<file path="config.mk">
export PLATFORM = sky130hd
export DESIGN_NAME = iidl_grp_or
export DESIGN_NICKNAME = d
export VERILOG_FILES = /design/src/rtl/iidl_grp_or.sv
export SDC_FILE = /design/constraint.sdc
export NUM_CORES = 1
export LEC_CHECK = 0
export ABC_AREA = 1
export BUFFER_PORTS_ARGS = -buffer_cell sky130_fd_sc_hd__buf_2
export CAP_MARGIN = 30
export CELL_PAD_IN_SITES_DETAIL_PLACEMENT = 0
export CELL_PAD_IN_SITES_GLOBAL_PLACEMENT = 1
export CORE_AREA = 2 2 410 412
export DETAILED_ROUTE_END_ITERATION = 6
export DIE_AREA = 0 0 412 414
export PLACE_DENSITY = 0.32
export SKIP_CTS_REPAIR_TIMING = 1
export SLEW_MARGIN = 20
export SYNTH_ARGS = -nofsm -noshare
export SYNTH_HDL_FRONTEND = slang
export SYNTH_SLANG_ARGS = --single-unit
</file>
<file path="constraint.sdc">
create_clock -name clk -period 0.9 [get_ports clk]
set_clock_uncertainty 0.1 [all_clocks]
set_input_delay 0.045 -clock clk [delete_from_list [all_inputs] [get_ports clk]]
set_output_delay 0.045 -clock clk [all_outputs]
set_load 0.1 [all_outputs]
</file>
<file path="src/rtl/iidl_grp_or.sv">
module iidl_grp_or #(
	parameter int N = 32,
	parameter int W = 32
) (
	input  logic                clk,
	input  logic [N-1:0][W-1:0] words,
	output logic [W-1:0]        merged
);
	logic [W-1:0] or_c;
	logic [W-1:0] or_q;

	// OR of masked words, at most one nonzero
	always_comb begin
		or_c = '0;
		for (int i = 0; i < N; i++) begin
			or_c = or_c | words[i];
		end
	end

	always_ff @(posedge clk) begin
		or_q <= or_c;
	end

	assign merged = or_q;

endmodule

</file>
Yosys cells after proc, flatten, opt, wreduce, memory -nomap -nowiden. Cells that the tools add are included.

Input port bits: 1025. Output and inout port bits: 32. Logic and storage cells: 32. Register bits after elaboration: 32.

Bitwise gates (word level): 31.

Operator list (count): $or A32 B32 Y32 (31).

Depth between registers and ports, before layout.
Depth after elaboration: 31. Gate-level depth with buffers: 6. Gate-level depth less buffers: 6.

Least setup slack after synthesis. OpenSTA, ideal clock, no wires.

Path kind: register -> output. From: reg or_q[0] (netlist: merged[0]). To: out merged[0]. Slack: -0.154 ns. Stages on the path, launching flop included: 1. Required time: 0.755 ns. Arrival: 0.909 ns. Path buffers: 0. Cell sequence: dfxtp_1.

RTL lines: start, declared (RTL line 10) `logic [W-1:0] or_q;`; start signal, assigned (RTL line 21) `or_q <= or_c;`; end, declared (RTL line 7) `output logic [W-1:0] merged`.

No word-level cell between the ends.

Worst setup path after layout.
From: reg or_q[3] (netlist: merged[3]). To: out merged[3].

No word-level cell between the ends.

==> metrics.md <==
| Metric | Value |
|---|---|
| Status | `finished, violations left` |
| Violated checks | `hold timing, setup timing` |
| Crit path kind | `reg2out` |
| Vias/cell | `2.42` |
| Total of max-cap violations | `0` |
| Max incr delay on CP | `0.40 ns` |
| Static Leak | `9.12 nW` |
| Final setup margin | `-0.188 ns` |
| Sw power | `3.06 mW` |
| Register area share after synthesis | `0.101` |
| Placed Area | `15300 µm²` |
| Fin area | `between 15000 and 20000 µm²` |
| Mapped Area | `6370 µm²` |
| Gate power share | `0.505` |
| CP max-delay cell | `dfxtp_4` |
| DIE AREA | `171000 µm²` |
| P per Cell Area | `between 400 and 500 nW/µm²` |
| Initial antenna violation count | `53` |
| Sink Count | `32` |
| DRC viols | `0` |
| Final-report hold violation count | `25` |
| Nets | `3602` |
| Crit path capture type | `output pin` |
| RSZ-0062 raised after global routing | `true` |
| Number of global-route vias before repair | `12370` |
| Switching Share | `0.397` |
| Internal power | `4.65 mW` |
| Ys Warns | `0` |
| Io pins | `about 1100` |
| Global route total overflow | `0` |
| Worst Tran Pin Value | `0.444 ns` |
| Core area | `166000 µm²` |
| TritonRoute pass-1 iters | `4` |
| Slew margin rel. | `0.704` |
| Synth Instances | `1472` |
| Post-Synthesis Net Count | `2497` |
| Levels on crit path | `1` |
| Yosys reg bits | `32` |
| CTS tree | `yes` |
| Final period utilization | `1.21` |
| CTS Buf Count | `5` |
| Initial Utilization | `0.0383` |
| Commonest non-fill, non-tap cell in the layout | `buf_2` |
| ANT nets after route | `0` |
| Core Util, Final | `0.0936` |
| Netlist cell types | `7` |
| Crit path buf inv count | `1` |
| Clk slew on worst S/H paths | `0.10 ns` |
| Die Wd | `412 µm` |
| Largest register FFs | `32` |
| Die H | `about 410 µm` |
| Startpoint class of the critical path | `flop` |
| Delay-heaviest family, CP | `flip-flops` |
| Root Driver | `clkbuf_16` |
| Via count | `11597` |
| Worst EP arrival | `0.94 ns` |
| Final setup viols | `32` |
| Worst Setup EP | `merged[3]` |
| Max Buffers Root-to-Sink | `2` |
| Critical path fanouts, max | `1` |
| Share of layout cells above drive strength 1 | `0.455` |
| Worst path required time | `between 0.7 and 0.8 ns` |
| Largest net degree at the start of global routing | `10` |
| GRT Util Overall | `0.0866` |
| Hold slack | `-0.119 ns` |
| CP Cell Sequence | `buf_12` |
| # port buffers | `1056` |
| Worst min-delay path category | `in2reg` |
| Synth Area per Inst | `4.32 µm²` |
| Rows | `150` |
| Starting DRT DRC Count | `~340` |
| Final HPWL DP | `around 73000 µm` |
| Max-slew violations | `0` |
| CP Launch Point | `merged[3]` |
| Most frequent cells in the layout | `buf_2, inv_1, nor2_1` |
| Minimum clock period | `1.09 ns` |
| Flop pwr share | `0.181` |
| Peak VDD IR | `0.738 mV` |
| Setup TNS | `-4.12 ns` |
| Area Growth Syn to Fin | `144%` |
| First-pass GRT wire length | `98000 µm` |
| H-tree Lvls | `2` |
| Power share of the clock group | `0.314` |
| Wirelength, routed | `76100 µm` |
| WL per Instance | `15.9 µm` |
| Final GP Congestion | `0.870` |
| Fmax | `0.919 GHz` |
[cell type report]
class,instances,area (µm²)
inverter,512,1920
timing repair buffer,1098,6170
clock buffer,8,146
multi-input combinational,928,3830
fill,20071,151000
antenna,17,42.5
tap,2204,2760
sequential,32,696
[worst min path at each step]
| stage | endpoint | from | slack (ns) | cells after the start |
|---|---|---|---|---|
| floorplan | merged[0] | words[416] | 0.12 | 4 |
| global placement | merged[18] | words[434] | 0.25 | 5 |
| detailed placement | merged[18] | words[434] | 0.25 | 5 |
| CTS | merged[18] | words[434] | -0.17 | 5 |
| global route | merged[2] | words[386] | -0.13 | 5 |
| finish | merged[2] | words[418] | -0.12 | 5 |
[power groups by stage]
stage / combinational (mW) / sequential [mW] / clock, mW
detailed placement: 4.00 / 1.45 / 0
global placement: 3.99 / 1.45 / 0
finish: 3.90 / 1.40 / 2.42
floorplan: 1.04 / 1.45 / 0
CTS: 4.02 / 1.41 / 2.88
global route: 4.46 / 1.40 / 2.84
[stage by stage]
| stage | hold slack (ns) | total power [mW] | worst slack (ns) | cells |
|---|---|---|---|---|
| after global routing | -0.127 | 8.70 | -0.285 | 4796 |
| after detailed placement | 0.251 | 5.45 | -0.627 | 4773 |
| after CTS | -0.165 | 8.32 | -0.374 | 4781 |
| final | -0.119 | 7.72 | -0.188 | 4799 |
| after floorplan | 0.117 | 2.49 | 0.129 | 1472 |
| after global placement | 0.253 | 5.44 | -0.601 | 4773 |
[metal layers]
| metal | GRT usage | part of all wire |
|---|---|---|
| met4 | 0.0223 | 0.018 |
| met2 | 0.162 | 0.52 |
| met3 | 0.0237 | 0.079 |
| met1 | 0.0939 | 0.38 |
| met5 | 0.00565 | 0.0019 |
[synthesized netlist by cell type]
master | instances | area, µm²
and2_1 | 64 | 400
dfxtp_1 | 32 | 641
inv_1 | 512 | 1920
nand2_1 | 384 | 1440
nand4_1 | 32 | 200
nor2_1 | 416 | 1560
nor2_2 | 32 | 200
[cells by family after synthesis]
kind of cell           Yosys count  share of synthesized area
AND/OR/NAND/NOR                928                      0.597
buffers and inverters          512                      0.302
flip-flops                      32                      0.101
No activity file was read; power rests on OpenSTA's default activity.
