## config.mk

```make
export PLATFORM = sky130hd
export DESIGN_NAME = iidl_cell
export DESIGN_NICKNAME = d
export VERILOG_FILES = /design/src/rtl/iidl_pkg.sv /design/src/rtl/iidl_cell.sv
export SDC_FILE = /design/constraint.sdc
export NUM_CORES = 1
export LEC_CHECK = 0
export ABC_CLOCK_PERIOD_IN_PS = 3900
export BUFFER_PORTS_ARGS = -buffer_cell sky130_fd_sc_hd__clkbuf_2
export CORE_ASPECT_RATIO = 1.75
export CORE_MARGIN = 3
export CORE_UTILIZATION = 37
export DETAILED_ROUTE_END_ITERATION = 8
export GPL_ROUTABILITY_DRIVEN = 0
export PLACE_DENSITY = 0.87
export SYNTH_ARGS = -nofsm -noshare
export SYNTH_HDL_FRONTEND = slang
export SYNTH_SLANG_ARGS = --single-unit
```

## constraint.sdc

```tcl
create_clock -name clk -period 3.9 [get_ports clk]
set_input_delay 0.585 -clock clk [delete_from_list [all_inputs] [get_ports clk]]
set_output_delay 0.585 -clock clk [all_outputs]
set_load 0.01 [all_outputs]
```

## src/rtl/iidl_pkg.sv

```systemverilog
package iidl_pkg;

	// payload widths fixed by the word format
	localparam int DATA_W       = 32;
	localparam int POS_W        = 7;
	localparam int REQ_W        = 2;
	localparam int S_TDATA_W    = 40;
	localparam int M_TDATA_W    = 40;

	// default list capacity
	localparam int CAPACITY_DEF = 64;

	// words merged by one first-level read reduction group
	localparam int GROUP_W      = 32;

	// request codes
	localparam logic [REQ_W-1:0] REQ_INSERT = 2'd0;
	localparam logic [REQ_W-1:0] REQ_READ   = 2'd1;
	localparam logic [REQ_W-1:0] REQ_DELETE = 2'd2;

	// shift command broadcast to every cell
	typedef struct packed {
		logic ins;
		logic del;
	} cell_ctrl_t;

	// request sequencer
	typedef enum logic [1:0] {
		ST_IDLE,
		ST_EXEC,
		ST_GRP,
		ST_OUT
	} fsm_t;

endpackage

```

## src/rtl/iidl_cell.sv

```systemverilog
module iidl_cell #(
	parameter int INDEX = 0,
	parameter int CW    = 7
) (
	input  logic                       clk,
	input  iidl_pkg::cell_ctrl_t       ctrl,
	input  logic [CW-1:0]              pos,
	input  logic [iidl_pkg::DATA_W-1:0] ins_val,
	input  logic [iidl_pkg::DATA_W-1:0] left_data,
	input  logic [iidl_pkg::DATA_W-1:0] right_data,
	output logic [iidl_pkg::DATA_W-1:0] data,
	output logic [iidl_pkg::DATA_W-1:0] rd_word
);
	import iidl_pkg::*;

	localparam logic [CW-1:0] IDX = CW'(INDEX);

	logic [DATA_W-1:0] data_q;
	logic [DATA_W-1:0] rd_q;
	logic [DATA_W-1:0] data_nxt;

	// insert: above pos take left neighbor, at pos take new word
	// delete: at or above pos take right neighbor
	always_comb begin
		data_nxt = data_q;
		if (ctrl.ins) begin
			if (IDX > pos) begin
				data_nxt = left_data;
			end else if (IDX == pos) begin
				data_nxt = ins_val;
			end
		end else if (ctrl.del) begin
			if (IDX >= pos) begin
				data_nxt = right_data;
			end
		end
	end

	// entry storage and masked read word
	always_ff @(posedge clk) begin
		data_q <= data_nxt;
		rd_q   <= (IDX == pos) ? data_q : '0;
	end

	assign data    = data_q;
	assign rd_word = rd_q;

endmodule

```

# --- Word-level counts from Yosys, hierarchy flattened ---
# Index checks and enable logic that the tools add are counted.
word_totals:
  ff_bits: 64
  word_cells: 14
classes:
  n_lt_le_gt_ge: 2
  eq_ne: 1
  muxes: 5
  n_reduce_logical: 4
op_table:
  columns: ["cell", "count"]
  rows:
  - ["32-bit 2-to-1 mux", 5]
  - ["1-bit by 7-bit >= comparator with 1-bit output (first input constant)", 1]
  - ["1-bit by 7-bit greater-than comparator with 1-bit output (first input constant)", 1]
  - ["7-bit logical NOT", 1]
  - ["2-bit nonzero test", 2]
  - ["3-bit by 1-bit inequality test with 1-bit output (second input constant)", 1]
  - ["3-bit AND reduction", 1]

# --- Depth between registers and ports, before layout ---
# Gate-level depths: netlist of run 1.
logic_depth:
  word_depth: 4
  ltp_mapped: 4
  mapped_depth_nobuf: 2

# --- Worst setup path after synthesis of run 1 ---
# No wires, ideal clock.
synth_timing:
  path_type: "input to register"
  from: "in pos[3]"
  to: "reg data_q[0] (netlist: data[0]), enable pin"
  setup_ns: 0.461
  arrival_ns: 3.508
  slack_ns: -0.069
  cell_stages: 3
  n_path_buf: 1
  cell_sequence: "or4_4 buf_6 nor3_1"
synth_between:
  elab_chain_cells: 3
synth_rtl:
  columns: ["item", "line", "rtl"]
  rows:
  - ["start, declared", "iidl_cell.sv:7", "input logic [CW-1:0] pos,"]
  - ["1-bit by 7-bit greater-than comparator with 1-bit output, or another cell as far along", "iidl_cell.sv:27", "if (IDX > pos) begin"]
  - ["3-bit by 1-bit inequality test with 1-bit output (no source line) / 2-bit nonzero test (equally long branches)", null, null]
  - ["3-bit AND reduction (no source line) (*)", null, null]
  - ["end signal, assigned", "iidl_cell.sv:41", "data_q <= data_nxt;"]
  - ["end, declared", "iidl_cell.sv:18", "logic [DATA_W-1:0] data_q;"]
# Mark *: on every way between the ends. The rest lies on a longest branch, timed or not.
# A chain may end at the register's enable or synchronous reset.

# --- Worst setup path in the final report of run 1 ---
layout_timing:
  from: "in pos[1]"
  to: "reg data_q[26] (netlist: data[26]), enable pin"
# Same word-level chain as after synthesis.

==> impl_metrics.tcl, run 1 <==
set metrics [dict create \
    area_growth_pct 38.1 \
    hpwl_um 4150 \
    avgSynthCellArea_um2 14.4 \
    status "complete, no violations" \
    grt_max_degree 34 \
    drv_slew 0 \
    core_area_um2 6590 \
    fill_cells 571 \
    final_common_cell "clkbuf_2" \
    ir_drop_mv 0.197 \
    yosys_warnings 0 \
    rsz0062_at_grt "false" \
    cp-end-kind "flop" \
    clk_pin_slew_ps 50 \
    final_cell_mix "clkbuf_2 (137), mux2_2 (32), inv_1 (32), edfxtp_1 (32), dfxtp_1 (32)" \
    die_area_um2 7890 \
    critical_path_required_ps 3900 \
    multi_input_area_um2 709 \
    sequentialPowerShare_pct 48.4 \
    max_slew_margin_pct 36.9 \
    numCtsBuffers 9 \
    holdBufCountCts 0 \
    power_density_nw_per_um2 423 \
    cts_tree "done" \
    layout.area.seq_um2 1600 \
    grt_pass1_vias 1782 \
    switching_share_pct 19.8 \
    synth_fp_nets 282 \
    p_sw_w 0.000292 \
    fmaxAchievable_mhz 471 \
    worst_setup_path_start_kind "primary input" \
    core.rowCount 39 \
    grt_remaining_overflow 0 \
    die_x_um 68.5 \
    wl_per_cell_um 13.5 \
    ant_nets 0 \
    vias 1748 \
    syn_inst 176 \
    grt_antenna_before_repair 0 \
    synth_seq_cells 64 \
    fin_crit_sh_pct 54.4 \
    diodes 0 \
    fin_tns_setup_ps 0 \
    cap_violations 0 \
    netlist.top_cell.by_area "edfxtp_1" \
    crit_type "in2reg" \
    firstDrtPassIters 4 \
    leakagePower_nw 1.59 \
    cts_resized 0 \
    cts_buffer_depth 2 \
    utilization_pct 53.0 \
    tightest_slew_ps 947 \
    dieHeight_um 115 \
    setup_violations 0 \
    clk-insertion-delay-late_ps 320 \
    netlist_area_um2 2530 \
    via_per_inst 4.36 \
    drive_gt1_share_pct 67.7 \
    grt_pass1_wl_um 8080 \
    drc 0 \
    pin_count 170 \
    min_period_ps 2120 \
    yosysTopAreaCellShare_pct 38.0 \
    crit_arrival_ps 2120 \
    skew_ps 4.94 \
    post_cts_buffers 0 \
    synth_area_leaders "edfxtp_1 (38%), dfxtp_1 (25%), mux2_2 (14%)" \
    cts_root_buf "clkbuf_16" \
    drtIter0Drc 47 \
    pwr-share-comb_pct 6.1 \
    critPathMaxFanout 33 \
    port_buffers 137 \
    final_nets 420 \
    grt_util_all_layers_pct 14.6 \
    htree_levels 3 \
    synth_cell_type_count 13 \
    initial_core_util_pct 38.3 \
    wirelength_um 5430 \
    hold_class "reg2reg" \
    p_int_w 0.00118 \
    clockPowerShare_pct 45.5 \
    synth-seq-area-share_pct 63.4 \
    cts_sinks 64 \
    finalHoldViolCount 0 \
]
[synth_stat cells]
cell,n
clkbuf_1,3
edfxtp_1,32
buf_2,5
or4_4,1
dfxtp_1,32
nor2_1,1
nor3_2,30
inv_1,32
mux2_2,32
or3_1,1
buf_6,1
nor3_1,3
buf_12,3
[power by group through the flow]
stage | Clock [W] | Sequential, W | Combinational [W]
4_1_cts | 0.000691 | 0.000713 | 0.0000917
5_1_grt | 0.000723 | 0.000713 | 0.0000997
3_5_place_dp | 0 | 0.000727 | 0.0000911
6_report | 0.000671 | 0.000714 | 0.0000900
3_3_place_gp | 0 | 0.000727 | 0.0000873
2_1_floorplan | 0 | 0.000728 | 0.0000492
[per-stage QoR]
stage                     area, um2  hold WS, ps  cells  power, W  worst slack, ps
after floorplan                2530          579    176  0.000777              903
after global placement         3230          516    385  0.000814             1440
after detailed placement       3230          525    385  0.000818             1440
after CTS                      3490          533    401   0.00150             1780
after global routing           3490          553    401   0.00154             1710
final                          3490          527    401   0.00147             1780
[cell type report]
type / instances / area share, %
clock inverter: 6 / 0.753
tap: 82 / 2.94
sequential: 64 / 45.9
multi-input combinational: 68 / 20.3
clock buffer: 10 / 6.56
timing repair buffer: 139 / 20.1
inverter: 32 / 3.44
[worst paths after layout]
path	start	endpoint	slack [ps]	cells after the start
worst max register to register	data[4]	rd_word[4]	3220	2
worst max-delay path	pos[1]	data[26]	1780	4
worst min register to register	data[31]	rd_word[31]	530	2
worst min-delay path	data[31]	rd_word[31]	530	2
[kinds of logic (layout without fill, tap and decap cells)]
family | Yosys count | count (layout) | share of synthesized area [%]
muxes | 32 | 32 | 14.3
DFF | 64 | 64 | 63.4
buffers and inverters | 44 | 187 | 9.01
and+or+nand+nor | 36 | 36 | 13.3
[worst max-delay path, stage by stage]
cell and delay (ps):
clkbuf_2 80, or3_2 870, nor3_4 300, buf_4 280
[per-layer routing]
metal | share of wire [%] | global-route usage [%] | wire length, um
met3 | 7.6 | 4.50 | 414
met4 | 3.0 | 9.83 | 162
met5 | 0 | 0 | 0
met2 | 56 | 25.8 | 3030
met1 | 34 | 13.5 | 1830
[flip-flops by register name, summed over array words and instances, names as in the netlist]
name and count:
data 32, rd_word 32
Power figures use the tool's default switching activity.
==> inputs of run 2 (changes only) <==
--- a/config.mk
+++ b/config.mk
@@ -5,14 +5,15 @@
 export SDC_FILE = /design/constraint.sdc
 export NUM_CORES = 1
 export LEC_CHECK = 0
-export ABC_CLOCK_PERIOD_IN_PS = 3900
+export ABC_AREA = 1
+export ABC_CLOCK_PERIOD_IN_PS = 1770
 export BUFFER_PORTS_ARGS = -buffer_cell sky130_fd_sc_hd__clkbuf_2
 export CORE_ASPECT_RATIO = 1.75
 export CORE_MARGIN = 3
-export CORE_UTILIZATION = 37
+export CORE_UTILIZATION = 38
 export DETAILED_ROUTE_END_ITERATION = 8
 export GPL_ROUTABILITY_DRIVEN = 0
-export PLACE_DENSITY = 0.87
+export PLACE_DENSITY = 0.89
 export SYNTH_ARGS = -nofsm -noshare
 export SYNTH_HDL_FRONTEND = slang
 export SYNTH_SLANG_ARGS = --single-unit
==> constraint.sdc (replaced) <==
create_clock -name clk -period 1.77 [get_ports clk]
set_input_delay 0.2655 -clock clk [delete_from_list [all_inputs] [get_ports clk]]
set_output_delay 0.2655 -clock clk [all_outputs]
set_load 0.01 [all_outputs]
==> impl_metrics.tcl, run 2 <==
set metrics [dict create \
    p_int_w 0.00260 \
    holdPathStages 3 \
    stdcell_count 471 \
    max_slew_margin_pct 67.7 \
    critical_path_required_ps 1500 \
    drtIter0Drc 52 \
    postSynth.asyncResetShare_pct 0 \
    clockPowerShare_pct 45.3 \
    grt_max_degree 65 \
    reg2reg_slack_ps 1070 \
    initial_core_util_pct 39.4 \
    worstReg2RegEnd "rd_word[1]" \
    clk-insertion-delay-late_ps 320 \
    hold_slack_ps 227 \
    p_sw_w 0.000649 \
    drv_slew 0 \
    numCtsBuffers 9 \
    dieHeight_um 115 \
    utilization_pct 54.7 \
    core.rowCount 39 \
    avgSynthCellArea_um2 10.5 \
    status "complete, no violations" \
    area_growth_pct 39.0 \
    synth_seq_cells 64 \
    via_per_inst 4.23 \
    final_nets 490 \
    yosysMostFrequentCell "inv_1" \
    holdBufCountCts 0 \
    cp-end-kind "output port" \
    synth_area_leaders "edfxtp_1 (37%), dfxtp_1 (25%), nor3_2 (12%)" \
    leakagePower_nw 1.79 \
    critPathMaxFanout 2 \
    synth_cell_type_count 15 \
    ir_drop_mv 0.604 \
    min_period_ps 1150 \
    power_density_nw_per_um2 908 \
    fmaxAchievable_mhz 866 \
    wirelength_um 5600 \
    cts_root_buf "clkbuf_16" \
    dp_slack_ps 455 \
    crit_slowest_cell "edfxtp_1" \
    dp_cells 455 \
    pwr-share-comb_pct 6.3 \
    grt_antenna_before_repair 0 \
    die_area_um2 7840 \
    final_cell_mix "clkbuf_2 (137), inv_1 (65), nand2_1 (32), edfxtp_1 (32), dfxtp_1 (32)" \
    critical-path-max-stage-delay_ps 420 \
    grt_pass1_wl_um 8530 \
    crit_family "flip-flops" \
    critPathBufInv 1 \
    finalHoldViolCount 0 \
    hold_path.startpoint "ins_val[2]" \
    yosysTopAreaCellShare_pct 37.3 \
    cts_tree "done" \
    synth_edf_count 32 \
    crit_arrival_ps 890 \
    skew_ps 7.41 \
    final_common_cell "clkbuf_2" \
    tightest_slew_ps 484 \
    netlist.top_cell.by_area "edfxtp_1" \
    synth_fp_nets 351 \
    hold-path-endpoint "data[2]" \
    hold_class "in2reg" \
    rr_worst_depth 2 \
    timing.rr.start "data[1]" \
    cts_resized 0 \
    cap_violations 0 \
    switching_share_pct 20.0 \
    die_x_um 68.2 \
    rsz0062_at_grt "false" \
    pin_count 170 \
    synth-main-ff-cell "edfxtp_1" \
    synth-seq-area-share_pct 62.2 \
    core_area_um2 6540 \
    diodes 0 \
    drive_gt1_share_pct 47.6 \
    netlist_area_um2 2570 \
    yosys-top-cells-count "inv_1 (65), dfxtp_1 (32), edfxtp_1 (32), nand2_1 (32), nor3_2 (30)" \
    port_buffers 137 \
    yosys_warnings 0 \
    cts_sinks 64 \
    sequentialPowerShare_pct 48.4 \
    clk_pin_slew_ps 50 \
    crit_type "reg2out" \
    syn_inst 245 \
    worst_setup_path_start_kind "flop" \
    wl_per_cell_um 11.9 \
    grt_pass1_vias 1898 \
    drc 0 \
    path_cells "clkbuf_2" \
    setup_violations 0 \
    fin_ws_ps 615 \
    fin_crit_sh_pct 65.2 \
    vias 1994 \
    grt_remaining_overflow 0 \
    post_cts_buffers 0 \
    ant_nets 0 \
    grt_util_all_layers_pct 15.2 \
    firstDrtPassIters 4 \
    htree_levels 3 \
    hpwl_um 4550 \
    cts_buffer_depth 2 \
]
==> run 2: cell count changes after synthesis, sizes merged <==
cell,previous run,this run
nand2,0,34
inv,32,65
mux2,32,0
o21ai,0,32
buf,9,12
nor2,1,4
clkbuf,3,1
or3,1,0
or4,1,0
==> run 2: cell type report <==
type / instances / area [um2]
Sequential cell: 64 / 1600
Clock inverter: 2 / 7.51
Tap cell: 82 / 103
Clock buffer: 14 / 244
Timing Repair Buffer: 141 / 728
Inverter: 65 / 244
Multi-Input combinational cell: 103 / 652
Fill cell: 601 / 2960
==> run 2: worst max path at each step <==
| stage | startpoint | to | slack [ps] | cells after the start |
|---|---|---|---|---|
| 2_1_floorplan | pos[1] | data[0] | -70 | 4 |
| 3_3_place_gp | pos[1] | data[2] | 480 | 5 |
| 3_5_place_dp | ctrl[1] | data[31] | 450 | 3 |
| 4_1_cts | data[1] | data[1] | 600 | 1 |
| 5_1_grt | data[15] | data[15] | 580 | 1 |
| 6_report | data[29] | data[29] | 620 | 1 |
==> run 2: cell families after synthesis <==
logic type | count (synthesis) | synth area share (%)
buffers and inverters | 78 | 13.5
and+or+nand+nor | 71 | 18.1
AOI/OAI and AO/OA | 32 | 6.22
DFF | 64 | 62.2
==> run 2: through the flow <==
stage / power [W] / instance area (um2) / TNS (ps)
final: 0.00325 / 3580 / 0
after global routing: 0.00338 / 3580 / 0
after CTS: 0.00330 / 3580 / 0
after detailed placement: 0.00181 / 3330 / 0
after global placement: 0.00180 / 3330 / 0
after floorplan: 0.00171 / 2610 / -2150
==> run 2: per-layer routing <==
layer  track usage (%)  vias to the layer above  share of wire (%)
li1                  -                     1037                  -
met3              4.89                       21                6.6
met4              11.3                        0                5.4
met1              16.2                      843                 36
met5                 0                        -                  0
met2              24.4                       93                 52
==> run 2: power by group through the flow <==
stage / Combinational (W) / Sequential (W) / Clock (W)
CTS: 0.000207 / 0.00157 / 0.00151
floorplan: 0.000105 / 0.00160 / 0
finish: 0.000204 / 0.00157 / 0.00147
global placement: 0.000197 / 0.00160 / 0
detailed placement: 0.000207 / 0.00160 / 0
global route: 0.000234 / 0.00157 / 0.00157
